**src/design/ripq_pkg.sv**
```systemverilog
// Package for the read-index pending queue.
// Request and result codes, plus the command/status structs between the
// controller and the datapath. No dependencies.
package ripq_pkg;

    // Request modes
    localparam logic [1:0] MODE_ADD = 2'd0;
    localparam logic [1:0] MODE_ACK = 2'd1;
    localparam logic [1:0] MODE_ADV = 2'd2;
    localparam logic [1:0] MODE_NOP = 2'd3;

    // Result kinds
    localparam logic [1:0] KIND_ADD  = 2'd0;
    localparam logic [1:0] KIND_ACK  = 2'd1;
    localparam logic [1:0] KIND_REL  = 2'd2;
    localparam logic [1:0] KIND_MISS = 2'd3;

    // Add status codes
    localparam logic [1:0] ADD_OK   = 2'd0;
    localparam logic [1:0] ADD_DUP  = 2'd1;
    localparam logic [1:0] ADD_FULL = 2'd2;

    // Controller to datapath commands
    typedef struct packed {
        logic latch;       // capture the input beat, restart the scan
        logic rd_scan;     // read the entry at the scan position
        logic pos_inc;     // step the scan position
        logic hit;         // key found at scan position
        logic do_add;      // append the request (or flag full)
        logic do_ack;      // set the peer bit and count acks
        logic rd_rel;      // read the entry at the release position
        logic rel_inc;     // step the release position
        logic rel_done;    // retire released entries
        logic load_reply;  // load a single reply beat
        logic load_rel;    // load a released-entry beat
    } ctrl_cmd_t;

    // Datapath to controller status
    typedef struct packed {
        logic [1:0] in_mode;   // mode on the input port
        logic [1:0] mode;      // mode of the request in work
        logic       empty;
        logic       hit;       // read key equals request key
        logic       scan_last; // scan position is the tail
        logic       rel_last;  // release position is the matched entry
        logic       out_free;  // output register can take a beat
    } dp_status_t;

endpackage

```
**src/design/ripq_ram.sv**
```systemverilog
// Generic single-write, single-read RAM with registered read data.
// No dependencies.
module ripq_ram #(
    parameter int WIDTH = 144,
    parameter int DEPTH = 16
) (
    input  logic                     clk,
    input  logic                     we,
    input  logic [$clog2(DEPTH)-1:0] waddr,
    input  logic [WIDTH-1:0]         wdata,
    input  logic                     re,
    input  logic [$clog2(DEPTH)-1:0] raddr,
    output logic [WIDTH-1:0]         rdata
);

    logic [WIDTH-1:0] mem [DEPTH];
    logic [WIDTH-1:0] rdata_reg;

    // Write port
    always_ff @(posedge clk)
    begin
        if (we)
        begin
            mem[waddr] <= wdata;
        end
    end

    // Read port, data held until the next read
    always_ff @(posedge clk)
    begin
        if (re)
        begin
            rdata_reg <= mem[raddr];
        end
    end

    assign rdata = rdata_reg;

endmodule

```
**src/design/ripq_ctrl.sv**
```systemverilog
// Controller state machine for the read-index pending queue.
// Depends on ripq_pkg for command and status structs and codes.
module ripq_ctrl (
    input  logic                   clk,
    input  logic                   rst_n,
    input  logic                   in_valid,
    output logic                   in_ready,
    input  ripq_pkg::dp_status_t   status,
    output ripq_pkg::ctrl_cmd_t    cmd
);
    import ripq_pkg::*;

    typedef enum logic [7:0] {
        S_IDLE    = 8'b0000_0001,
        S_READ    = 8'b0000_0010,
        S_CMP     = 8'b0000_0100,
        S_MISS    = 8'b0000_1000,
        S_ACK     = 8'b0001_0000,
        S_REPLY   = 8'b0010_0000,
        S_REL_RD  = 8'b0100_0000,
        S_REL_OUT = 8'b1000_0000
    } state_t;

    state_t state_reg;
    state_t state_next;

    always_ff @(posedge clk or negedge rst_n)
    begin
        if (!rst_n)
        begin
            state_reg <= S_IDLE;
        end
        else
        begin
            state_reg <= state_next;
        end
    end

    // Next state and commands
    always_comb
    begin
        state_next = state_reg;
        cmd        = '0;
        in_ready   = 1'b0;
        unique case (state_reg)
            S_IDLE:
            begin
                in_ready = 1'b1;
                if (in_valid)
                begin
                    cmd.latch = 1'b1;
                    if (status.in_mode == MODE_NOP)
                    begin
                        state_next = S_IDLE;
                    end
                    else if (status.empty)
                    begin
                        state_next = S_MISS;
                    end
                    else
                    begin
                        state_next = S_READ;
                    end
                end
            end
            S_READ:
            begin
                cmd.rd_scan = 1'b1;
                state_next  = S_CMP;
            end
            S_CMP:
            begin
                if (status.hit)
                begin
                    cmd.hit = 1'b1;
                    unique case (status.mode)
                        MODE_ACK: state_next = S_ACK;
                        MODE_ADV: state_next = S_REL_RD;
                        default:  state_next = S_REPLY;
                    endcase
                end
                else if (status.scan_last)
                begin
                    state_next = S_MISS;
                end
                else
                begin
                    cmd.pos_inc = 1'b1;
                    state_next  = S_READ;
                end
            end
            S_MISS:
            begin
                cmd.do_add = (status.mode == MODE_ADD);
                state_next = S_REPLY;
            end
            S_ACK:
            begin
                cmd.do_ack = 1'b1;
                state_next = S_REPLY;
            end
            S_REPLY:
            begin
                if (status.out_free)
                begin
                    cmd.load_reply = 1'b1;
                    state_next     = S_IDLE;
                end
            end
            S_REL_RD:
            begin
                cmd.rd_rel = 1'b1;
                state_next = S_REL_OUT;
            end
            S_REL_OUT:
            begin
                if (status.out_free)
                begin
                    cmd.load_rel = 1'b1;
                    if (status.rel_last)
                    begin
                        cmd.rel_done = 1'b1;
                        state_next   = S_IDLE;
                    end
                    else
                    begin
                        cmd.rel_inc = 1'b1;
                        state_next  = S_REL_RD;
                    end
                end
            end
            default:
            begin
                state_next = S_IDLE;
            end
        endcase
    end

endmodule

```
**src/design/ripq_datapath.sv**
```systemverilog
// Datapath for the read-index pending queue: entry RAM, ring pointers,
// scan and release counters, ack counting and the output register.
// Depends on ripq_pkg and ripq_ram.
module ripq_datapath #(
    parameter int QUEUE_DEPTH = 16,
    parameter int PEER_COUNT  = 16
) (
    input  logic                 clk,
    input  logic                 rst_n,
    input  logic [1:0]           mode,
    input  logic [63:0]          req_key,
    input  logic [63:0]          commit_index,
    input  logic [3:0]           peer_id,
    input  ripq_pkg::ctrl_cmd_t  cmd,
    output ripq_pkg::dp_status_t status,
    output logic                 out_valid,
    input  logic                 out_ready,
    output logic [1:0]           kind,
    output logic [1:0]           add_status,
    output logic [4:0]           ack_count,
    output logic [63:0]          released_key,
    output logic [63:0]          released_index,
    output logic                 last,
    output logic [63:0]          newest_key,
    output logic                 newest_valid
);
    import ripq_pkg::*;

    localparam int PW     = $clog2(QUEUE_DEPTH);
    localparam int CNTW   = $clog2(QUEUE_DEPTH + 1);
    localparam int WORD_W = 128 + PEER_COUNT;
    localparam int PCW    = $clog2(PEER_COUNT + 2);

    // Request in work
    logic [1:0]           mode_reg;
    logic [63:0]          key_reg;
    logic [63:0]          cidx_reg;
    logic [3:0]           peer_reg;
    // Queue state
    logic [PW-1:0]        head_reg;
    logic [CNTW-1:0]      count_reg;
    logic [63:0]          newest_key_reg;
    // Scan and release
    logic [PW-1:0]        pos_reg;
    logic [PW-1:0]        match_pos_reg;
    logic [PW-1:0]        rel_reg;
    logic [1:0]           add_status_reg;
    logic [4:0]           ack_count_reg;
    // Output register
    logic                 out_valid_reg;
    logic [1:0]           kind_reg;
    logic [1:0]           add_status_out_reg;
    logic [4:0]           ack_count_out_reg;
    logic [63:0]          released_key_reg;
    logic [63:0]          released_index_reg;
    logic                 last_reg;
    logic [63:0]          newest_key_out_reg;
    logic                 newest_valid_reg;

    logic [WORD_W-1:0]     rd_data;
    logic [63:0]           rd_key;
    logic [63:0]           rd_idx;
    logic [PEER_COUNT-1:0] rd_acks;
    logic [PEER_COUNT-1:0] acks_new;
    logic [PCW-1:0]        ack_total;
    logic                  full;
    logic                  ram_we;
    logic [PW-1:0]         ram_waddr;
    logic [WORD_W-1:0]     ram_wdata;
    logic                  ram_re;
    logic [PW-1:0]         ram_raddr;
    logic [PW:0]           n_rel;
    logic                  rel_nonempty;

    // Ring slot of an offset from the head
    function automatic logic [PW-1:0] ring_slot(input logic [PW-1:0] head,
                                                input logic [PW:0]   off);
        logic [PW:0] sum;
        sum = {1'b0, head} + off;
        if (sum >= (PW+1)'(QUEUE_DEPTH))
        begin
            sum = sum - (PW+1)'(QUEUE_DEPTH);
        end
        return sum[PW-1:0];
    endfunction

    // Number of set bits, plus the local node
    function automatic logic [PCW-1:0] ack_sum(input logic [PEER_COUNT-1:0] v);
        logic [PCW-1:0] n;
        n = PCW'(1);
        for (int i = 0; i < PEER_COUNT; i++)
        begin
            n = n + PCW'(v[i]);
        end
        return n;
    endfunction

    assign rd_key  = rd_data[63:0];
    assign rd_idx  = rd_data[127:64];
    assign rd_acks = rd_data[WORD_W-1:128];
    assign full    = (count_reg == CNTW'(QUEUE_DEPTH));

    // Peer bit set, out-of-range peers set nothing
    always_comb
    begin
        acks_new = rd_acks;
        if (32'(peer_reg) < PEER_COUNT)
        begin
            acks_new = rd_acks | (PEER_COUNT'(1) << peer_reg);
        end
    end
    assign ack_total = ack_sum(acks_new);

    // Entry RAM ports
    assign ram_re    = cmd.rd_scan | cmd.rd_rel;
    assign ram_raddr = ring_slot(head_reg, {1'b0, cmd.rd_rel ? rel_reg : pos_reg});
    assign ram_we    = cmd.do_ack | (cmd.do_add & ~full);
    assign ram_waddr = cmd.do_ack ? ring_slot(head_reg, {1'b0, pos_reg})
                                  : ring_slot(head_reg, (PW+1)'(count_reg));
    assign ram_wdata = cmd.do_ack ? {acks_new, rd_idx, rd_key}
                                  : {{PEER_COUNT{1'b0}}, cidx_reg, key_reg};

    ripq_ram #(
        .WIDTH (WORD_W),
        .DEPTH (QUEUE_DEPTH)
    ) u_entry_ram (
        .clk   (clk),
        .we    (ram_we),
        .waddr (ram_waddr),
        .wdata (ram_wdata),
        .re    (ram_re),
        .raddr (ram_raddr),
        .rdata (rd_data)
    );

    // Released entry count, and whether entries remain after the release
    assign n_rel        = {1'b0, match_pos_reg} + (PW+1)'(1);
    assign rel_nonempty = (CNTW'(n_rel) != count_reg);

    // Request capture and scan bookkeeping
    always_ff @(posedge clk)
    begin
        if (cmd.latch)
        begin
            mode_reg       <= mode;
            key_reg        <= req_key;
            cidx_reg       <= commit_index;
            peer_reg       <= peer_id;
            pos_reg        <= '0;
            add_status_reg <= ADD_OK;
            ack_count_reg  <= '0;
        end
        if (cmd.pos_inc)
        begin
            pos_reg <= pos_reg + PW'(1);
        end
        if (cmd.hit)
        begin
            match_pos_reg  <= pos_reg;
            rel_reg        <= '0;
            add_status_reg <= ADD_DUP;
        end
        if (cmd.do_add)
        begin
            add_status_reg <= full ? ADD_FULL : ADD_OK;
        end
        if (cmd.do_ack)
        begin
            ack_count_reg <= 5'(ack_total);
        end
        if (cmd.rel_inc)
        begin
            rel_reg <= rel_reg + PW'(1);
        end
    end

    // Queue pointers
    always_ff @(posedge clk or negedge rst_n)
    begin
        if (!rst_n)
        begin
            head_reg       <= '0;
            count_reg      <= '0;
            newest_key_reg <= '0;
        end
        else if (cmd.do_add && !full)
        begin
            count_reg      <= count_reg + CNTW'(1);
            newest_key_reg <= key_reg;
        end
        else if (cmd.rel_done)
        begin
            head_reg  <= ring_slot(head_reg, n_rel);
            count_reg <= count_reg - CNTW'(n_rel);
        end
    end

    // Output valid
    always_ff @(posedge clk or negedge rst_n)
    begin
        if (!rst_n)
        begin
            out_valid_reg <= 1'b0;
        end
        else if (cmd.load_reply || cmd.load_rel)
        begin
            out_valid_reg <= 1'b1;
        end
        else if (out_ready)
        begin
            out_valid_reg <= 1'b0;
        end
    end

    // Output beat payload
    always_ff @(posedge clk)
    begin
        if (cmd.load_reply)
        begin
            case (mode_reg)
                MODE_ADD: kind_reg <= KIND_ADD;
                MODE_ACK: kind_reg <= KIND_ACK;
                default:  kind_reg <= KIND_MISS;
            endcase
            add_status_out_reg <= (mode_reg == MODE_ADD) ? add_status_reg : 2'd0;
            ack_count_out_reg  <= (mode_reg == MODE_ACK) ? ack_count_reg : 5'd0;
            released_key_reg   <= '0;
            released_index_reg <= '0;
            last_reg           <= 1'b1;
            newest_valid_reg   <= (count_reg != '0);
            newest_key_out_reg <= (count_reg != '0) ? newest_key_reg : 64'd0;
        end
        else if (cmd.load_rel)
        begin
            kind_reg           <= KIND_REL;
            add_status_out_reg <= 2'd0;
            ack_count_out_reg  <= 5'd0;
            released_key_reg   <= rd_key;
            released_index_reg <= rd_idx;
            last_reg           <= status.rel_last;
            newest_valid_reg   <= rel_nonempty;
            newest_key_out_reg <= rel_nonempty ? newest_key_reg : 64'd0;
        end
    end

    // Status to the controller
    assign status.in_mode   = mode;
    assign status.mode      = mode_reg;
    assign status.empty     = (count_reg == '0);
    assign status.hit       = (rd_key == key_reg);
    assign status.scan_last = ((CNTW'(pos_reg) + CNTW'(1)) == count_reg);
    assign status.rel_last  = (rel_reg == match_pos_reg);
    assign status.out_free  = ~out_valid_reg | out_ready;

    assign out_valid      = out_valid_reg;
    assign kind           = kind_reg;
    assign add_status     = add_status_out_reg;
    assign ack_count      = ack_count_out_reg;
    assign released_key   = released_key_reg;
    assign released_index = released_index_reg;
    assign last           = last_reg;
    assign newest_key     = newest_key_out_reg;
    assign newest_valid   = newest_valid_reg;

endmodule

```
**src/design/read_index_pending_queue.sv**
```systemverilog
// Read-index pending queue: an ordered ring of up to QUEUE_DEPTH requests
// (key, commit index, peer ack bitmap) held in one RAM with registered read.
// Requests are handled one at a time; the key search walks the live entries
// from the head with a RAM read, then a compare, for each entry; a reply
// beat may then wait on out_ready. An advance that matches an entry then
// releases the entries from the head through the match, each read from the
// RAM and loaded as a beat, head first, with last set on the matched entry.
// Mode 3 is taken and dropped without starting work. in_ready is high only
// between requests; a finished beat sits in the output register while the
// next request is taken. Entries are not cleared at reset; of the queue
// state only the head pointer, fill count and newest key are.
// Depends on ripq_pkg, ripq_ctrl, ripq_datapath and ripq_ram.
module read_index_pending_queue #(
    parameter int QUEUE_DEPTH = 16,
    parameter int PEER_COUNT  = 16
) (
    input  logic        clk,
    input  logic        rst_n,
    input  logic        in_valid,
    output logic        in_ready,
    input  logic [1:0]  mode,
    input  logic [63:0] req_key,
    input  logic [63:0] commit_index,
    input  logic [3:0]  peer_id,
    output logic        out_valid,
    input  logic        out_ready,
    output logic [1:0]  kind,
    output logic [1:0]  add_status,
    output logic [4:0]  ack_count,
    output logic [63:0] released_key,
    output logic [63:0] released_index,
    output logic        last,
    output logic [63:0] newest_key,
    output logic        newest_valid
);
    import ripq_pkg::*;

    ctrl_cmd_t  cmd;
    dp_status_t status;

    ripq_ctrl u_ctrl (
        .clk      (clk),
        .rst_n    (rst_n),
        .in_valid (in_valid),
        .in_ready (in_ready),
        .status   (status),
        .cmd      (cmd)
    );

    ripq_datapath #(
        .QUEUE_DEPTH (QUEUE_DEPTH),
        .PEER_COUNT  (PEER_COUNT)
    ) u_datapath (
        .clk            (clk),
        .rst_n          (rst_n),
        .mode           (mode),
        .req_key        (req_key),
        .commit_index   (commit_index),
        .peer_id        (peer_id),
        .cmd            (cmd),
        .status         (status),
        .out_valid      (out_valid),
        .out_ready      (out_ready),
        .kind           (kind),
        .add_status     (add_status),
        .ack_count      (ack_count),
        .released_key   (released_key),
        .released_index (released_index),
        .last           (last),
        .newest_key     (newest_key),
        .newest_valid   (newest_valid)
    );

    // An accepted add always leaves the queue nonempty
    a_add_newest: assert property (@(posedge clk) disable iff (!rst_n)
        out_valid && kind == KIND_ADD && add_status == ADD_OK |-> newest_valid)
        else $error("accepted add reported an empty queue");

    // Single-beat replies always close their request
    a_reply_last: assert property (@(posedge clk) disable iff (!rst_n)
        out_valid && (kind == KIND_ADD || kind == KIND_ACK || kind == KIND_MISS)
        |-> last)
        else $error("single reply beat without last");

    // Unused mode is dropped without starting work
    a_nop_idle: assert property (@(posedge clk) disable iff (!rst_n)
        in_valid && in_ready && mode == MODE_NOP |=> in_ready)
        else $error("unused mode started a search");

    // No new beat is loaded over one that is stalled
    a_no_overwrite: assert property (@(posedge clk) disable iff (!rst_n)
        out_valid && !out_ready |-> !cmd.load_reply && !cmd.load_rel)
        else $error("output beat overwritten while stalled");

endmodule
```
**config.mk**
```make
export PLATFORM = sky130hd
export DESIGN_NAME = read_index_pending_queue
export DESIGN_NICKNAME = d
export VERILOG_FILES = /design/src/design/ripq_pkg.sv /design/src/design/ripq_ram.sv /design/src/design/ripq_ctrl.sv /design/src/design/ripq_datapath.sv /design/src/design/read_index_pending_queue.sv
export SDC_FILE = /design/constraint.sdc
export NUM_CORES = 2
export LEC_CHECK = 0
export ABC_AREA = 1
export BUFFER_PORTS_ARGS = -buffer_cell sky130_fd_sc_hd__clkbuf_2
export CAP_MARGIN = 20
export CORE_AREA = 5 5 531 533
export DETAILED_ROUTE_END_ITERATION = 6
export DIE_AREA = 0 0 536 538
export SYNTH_ARGS = -nofsm -noshare
export SYNTH_HDL_FRONTEND = slang
export SYNTH_SLANG_ARGS = --single-unit
```
**constraint.sdc**
```tcl
create_clock -name clk -period 9.6 [get_ports clk]
set_input_delay 0.96 -clock clk [delete_from_list [all_inputs] [get_ports clk]]
set_output_delay 0.96 -clock clk [all_outputs]
set_load 0.02 [all_outputs]
```
* Word-level counts from Yosys, hierarchy flattened
Memory sizes are Yosys's and may differ from the RTL's. A register that Yosys moved wholly into a read port is not among the register bits.
Cells that the tools add are included.
W data, S select, Z words.
** Cells by class
- Add/sub/neg operators :: 30
- Order comparisons :: 4
- Equality and inequality tests :: 19
- Shift operators :: 1
- Muxes and demuxes :: 66
- Bitwise gates (word level) :: 8
- Reduce and logical (&&, ||, !) cells :: 16
** Operator list (count)
- $mux W64 :: 4
- $mux W144 :: 1
- $add A5 B1 Y5 :: 15
- $eq A64 B64 Y1 :: 1
- $pmux W8 S7 :: 1
- $mux W4 :: 13
- $mux W5 :: 7
- $mux W2 :: 12
- $mux W8 :: 3
- $mux W1 :: 21
- $ge A5 B5 Y1 const B :: 4
- $or A16 B16 Y16 :: 1
- $shl A1 B4 Y16 const A :: 1
- $sub A4 B1 Y4 const B :: 4
- $mux W7 :: 2
- $pmux W7 S2 :: 1
- $reduce_bool A2 Y1 :: 6
- $add A4 B1 Y5 const B :: 2
- $add A4 B4 Y5 :: 2
- $add A4 B5 Y5 :: 2
- $add A4 B1 Y4 const B :: 2
- $eq A8 B1 Y1 const B :: 1
- $eq A8 B2 Y1 const B :: 1
- $eq A8 B3 Y1 const B :: 1
- other kinds (29) :: 36
** Word-level totals
- Flip-flop bits (word level) :: 438
- RAM bits :: 2304
- Input bits :: 138
- Output and inout bits :: 205
- Logic and storage cells :: 167
- Memories kept :: 1
** Memory list
- u_datapath.u_entry_ram.mem :: words 16, width 144, rd ports 1, clocked after Yosys merged registers in 1, wr ports 1, line ripq_ram.sv:16 : logic [WIDTH-1:0] mem [DEPTH];

* Logic depth before layout (Yosys ltp)
- Depth in word-level cells :: 19
- Depth in mapped cells :: 19
- Mapped depth without buffers :: 15

* Hierarchy
Synthesis repeated with hierarchy kept, for this count alone.
** Second synthesis, totals
- Cell total of the unflattened synthesis :: 10774
- Area total of the unflattened synthesis :: 119037.9 µm²
** Modules (own cells, without submodules)
- ripq_ram :: times used 1, cells each 8758, area each 99998.4 µm², sequential area each 73510.5 µm²
- ripq_datapath :: times used 1, cells each 1904, area each 18347.6 µm², sequential area each 11250.8 µm²
- ripq_ctrl :: times used 1, cells each 112, area each 691.9 µm², sequential area each 201.4 µm²

* Worst setup path after synthesis
No wires, ideal clock.
- Kind :: register to register
- From :: register u_ctrl.state_reg[0]
- To :: memory u_datapath.u_entry_ram.mem[10][0] (enable)
- Setup time :: 0.650 ns
- Arrival :: 8.580 ns
- Data required time :: 8.950 ns
- Path slack :: 0.371 ns
- Stages on the path, launching flop included :: 15
- Path buffers :: 2
- Period minus slack after synthesis :: 9.229 ns
- Cells stage by stage :: dfstp_2 -> nor2_1 -> nand2_1 -> inv_2 -> nand4_1 -> clkbuf_1 -> clkbuf_1 -> o21ai_0 -> ha_1 -> a21oi_1 -> nand2_1 -> xor2_1 -> xnor2_1 -> nand2_1 -> nor2_1
** On the way
- Word-level cells in the longest chain between the ends :: 6
- Elaborated cells on any way between the ends :: 9
- Those cells by class :: eq/ne (2); mux (5); bitwise (2)
** RTL lines
- from (decl) :: line ripq_ctrl.sv:24 : state_t state_reg;
- from (signal assigned) :: line ripq_ctrl.sv:35 : state_reg <= state_next;
- $eq A8 B4 Y1 :: line ripq_ctrl.sv:45 : unique case (state_reg)
- $mux W1 :: line ripq_ctrl.sv:45
- $and A1 B1 Y1 :: line ripq_datapath.sv:117 : assign ram_we = cmd.do_ack | (cmd.do_add & ~full);
- $or A1 B1 Y1 :: line ripq_datapath.sv:117
- $mux W1 :: line ripq_ram.sv:22 : if (we)
- $mux W1 (implied by the code) :: line ripq_ram.sv:24 : mem[waddr] <= wdata;
- to (decl) :: line ripq_ram.sv:16
Parallel ways exist; a longest one is shown, timed or not.

* Final worst setup path
- From :: register u_ctrl.state_reg[2]
- To :: register u_datapath.u_entry_ram.rdata_reg[121], in the netlist u_datapath.u_entry_ram.rdata[121] (read register of u_datapath.u_entry_ram.mem) (data pin)
** On the way
- Word-level cells in the longest chain between the ends :: 6
- Elaborated cells on any way between the ends :: 10
- Those cells by class :: add/sub (2); order compare (1); eq/ne (2); mux (4); bitwise (1)
** RTL lines
- $eq A8 B7 Y1 :: line ripq_ctrl.sv:45
- $mux W1 :: line ripq_ctrl.sv:45
- $mux W4 :: line ripq_datapath.sv:116 : assign ram_raddr = ring_slot(head_reg, {1'b0, cmd.rd_rel ? rel_reg : pos_reg});
- $add A4 B4 Y5 :: line ripq_datapath.sv:79 : sum = {1'b0, head} + off;
- $sub A4 B1 Y4 or $ge A5 B5 Y1 (tied branches) :: line ripq_datapath.sv:82, ripq_datapath.sv:80
- $mux W4 :: line ripq_datapath.sv:80 : if (sum >= (PW+1)'(QUEUE_DEPTH))
- to (decl) :: line ripq_ram.sv:17 : logic [WIDTH-1:0] rdata_reg;
Parallel ways exist; a longest one is shown, timed or not.
A chain may end at the register's enable or synchronous reset.

==> flow_summary.yaml <==
status:
  outcome: "complete, no violations"
worst_setup_path:
  crit_buf_inv: 3
  crit_fanout: 186
  path_class: "register to register"
  worstPathRequired_ns: 10.26
  cp-startpoint: "u_ctrl.state_reg[2]"
  reg2reg_from: "u_ctrl.state_reg[2]"
  max_stage_delay_ns: 1.30
  startpoint_type: "register"
  slowest_stage: "fa_4"
  path_depth: 14
  r2r_cells: 14
  cp-endpoint: "u_datapath.u_entry_ram.rdata[121]"
  path_cells: "nor2_2 -> nand2_1 -> inv_2 -> nand4_4 -> nand2_1 -> o21ai_0 -> ha_4 -> fa_4 -> buf_4 -> buf_12 -> o21ai_0 -> o221ai_1 -> o21ai_0 -> o21ai_1"
  critical_path_arrival_ns: 6.27
  worst_r2r_endpoint: "u_datapath.u_entry_ram.rdata[121]"
  crit_path_end_kind: "register"
  path_common_cell: "o21ai_0"
  r2r_slack_ns: 4.00
  cpLargestDelayFamily: "adder cells"
yosys:
  synth-edff-count: 2675
  synth_top_area_share_pct: 71.3
  synth_seq_area_share_pct: 75.4
  synthArstFlopShare_pct: 2.84
  synthesis.nets: 8837
  synth_cell_types: 46
  synthCells: 8656
  synth_flop_cell: "edfxtp_1"
  avgSynthCellArea_um2: 13.0
  synth_area_leaders: "edfxtp_1 (71%), o21ai_0 (6.3%), nor2_1 (4.3%), nand2_1 (3.5%), dfxtp_1 (2.3%)"
  synth-seq-cells: 2886
  synth_warnings: 0
  syn_area_mm2: 0.113
  yosysTopAreaCell: "edfxtp_1"
placed_design:
  place.gp.congestion: 0.795
  port_buffers: 342
  dp_hpwl_um: 155000
flow_run:
  maxCapViolCount: 0
cts:
  cts-hold-fix-buffers: 0
  postCtsSetupRepairBufs: 0
  clock_latency_ns: 0.86
  cts_resized: 0
  clkTransAtPathRegs_ns: 0.06
  cts_made_buffers: 304
  tritoncts: "done"
  clock_tree.root_cell: "clkbuf_16"
  cts_buffer_depth: 4
  cts_sinks: 2886
  cts-htree-levels: 5
floorplanning:
  initial_utilization_pct: 40.8
  die_h_um: 538
  die_x_um: 536
  ios: 343
  dieArea_mm2: 0.288
  std_cell_rows: 193
  core-area_mm2: 0.276
finish:
  layout_common_cells: "edfxtp_1 (2675), o21ai_0 (1421), nor2_1 (1271)"
  nFillCells: 24300
  multi_input_area_mm2: 0.0244
  syn_to_final_growth_pct: 13.9
  layout-drive-gt1-share_pct: 11.1
  largest_register_ffs: 2304
  register_area_mm2: 0.0850
  nets: 9101
  post-route-util_pct: 46.5
  final_common_cell: "edfxtp_1"
global_route:
  grt_pass1_vias: 68900
  globalRouteOverflowTotal: 0
  grt_pass1_wl_um: 450000
  grt_max_degree: 187
  antenna_found_initial: 10
  grtUsageTotal_pct: 20.5
hold_path:
  min_path_type: "input port to asynchronous set/reset pin"
detailed_routing:
  wl_per_cell_um: 23.7
  dr.first_iter.drc_count: 8568
  route.vias.total: 71600
  final_antenna_net_count: 0
  drtPass1Iterations: 6
  viasPerCell: 5.56
  drc: 0
  drt-total-wl_um: 305000
sta:
  setup_tns_ns: 0
  rsz0062_at_grt: "false"
  slew_violations: 0
  clock.fmax_mhz: 178
  setup_viol: 0
  slew-limit-headroom_pct: 19.3
  min_period_over_period_pct: 58.4
  hold_viol_final: 0
  layout_min_cycle_time_ns: 5.60
  clock_skew_ns: 0.0385
  worst_slew_pin_slew_ns: 1.21
pwr:
  p_leak_nw: 43.9
  peakVddDrop_v: 0.000261
  power.density_mw_per_mm2: 259
## metal layers
layer / vias up / track usage (%) / wire [um]
met3: 464 / 3.01 / 24600
met1: 35900 / 30.4 / 135000
met5: - / 0 / 0
met4: 0 / 4.98 / 6880
met2: 3067 / 31.9 / 139000
li1: 32200 / - / -
## report_power, final
group	total [W]	internal, W	leakage (nW)	switching [W]
Sequential	0.0150	0.0147	26.4	0.000288
Combinational	0.00655	0.00186	12.7	0.00469
Clock	0.0117	0.00687	4.81	0.00481
Total	0.0332	0.0234	43.9	0.00979
## cell usage after synthesis, types with 7 or more instances
master and number:
dfxtp_1 129, dfrtp_1 81, o21ai_1 148, a32o_1 101
xor2_1 35, nand4_1 34, inv_1 269, edfxtp_1 2675
inv_2 9, ha_1 28, nor2_1 1288, o221ai_1 204
o21ai_0 1423, o21ai_2 10, buf_2 127, xnor2_1 7
mux2i_1 34, nand2_1 1065, clkbuf_1 395, nand3_1 48
buf_1 28, fa_1 15, buf_6 13, nor3_1 33
o22ai_1 245, a21oi_1 173
## worst min path at each step
stage,cells after the start,slack [ns],to,start
final,1,0.06,u_datapath.out_valid,rst_n
after global routing,1,0.04,u_datapath.out_valid,rst_n
after CTS,1,0.003,u_datapath.out_valid,rst_n
after detailed placement,2,0.47,u_datapath.newest_key_reg[38],u_datapath.newest_key_reg[38]
after global placement,2,0.47,u_datapath.newest_key_reg[30],u_datapath.newest_key_reg[30]
after floorplan,2,0.45,u_datapath.newest_key_reg[10],u_datapath.newest_key_reg[10]
## logic make-up after synthesis
| logic type | count (synthesis) | synth area share, % |
|---|---|---|
| AND/OR/NAND/NOR | 2486 | 8.55 |
| XOR/XNOR | 42 | 0.326 |
| buffers and inverters | 849 | 3.09 |
| multiplexers | 34 | 0.302 |
| AO/OA/AOI/OAI | 2316 | 11.8 |
| adder cells (fa/ha/maj) | 43 | 0.577 |
| flip-flops | 2886 | 75.4 |
## through the flow
stage               total power, W  instances  hold WS [ns]  setup slack (ns)  area (um^2)
finish                      0.0332      12900        0.0572              4.00       128000
global route                0.0347      12900        0.0378              3.76       128000
CTS                         0.0334      12900       0.00282              4.16       128000
detailed placement          0.0217      12300         0.474              4.18       118000
global placement            0.0216      12300         0.467              4.19       118000
floorplan                   0.0196       8656         0.453             0.371       113000
## cell type report
class,instances,area share (%)
sequential,2886,66.2
multi-input combinational,4921,19.0
clock buffer,390,6.45
tap,3705,3.61
timing repair buffer,528,2.63
clock inverter,158,1.22
inverter,279,0.840
antenna,5,0.00975
No activity file was read; power rests on OpenSTA's default activity.
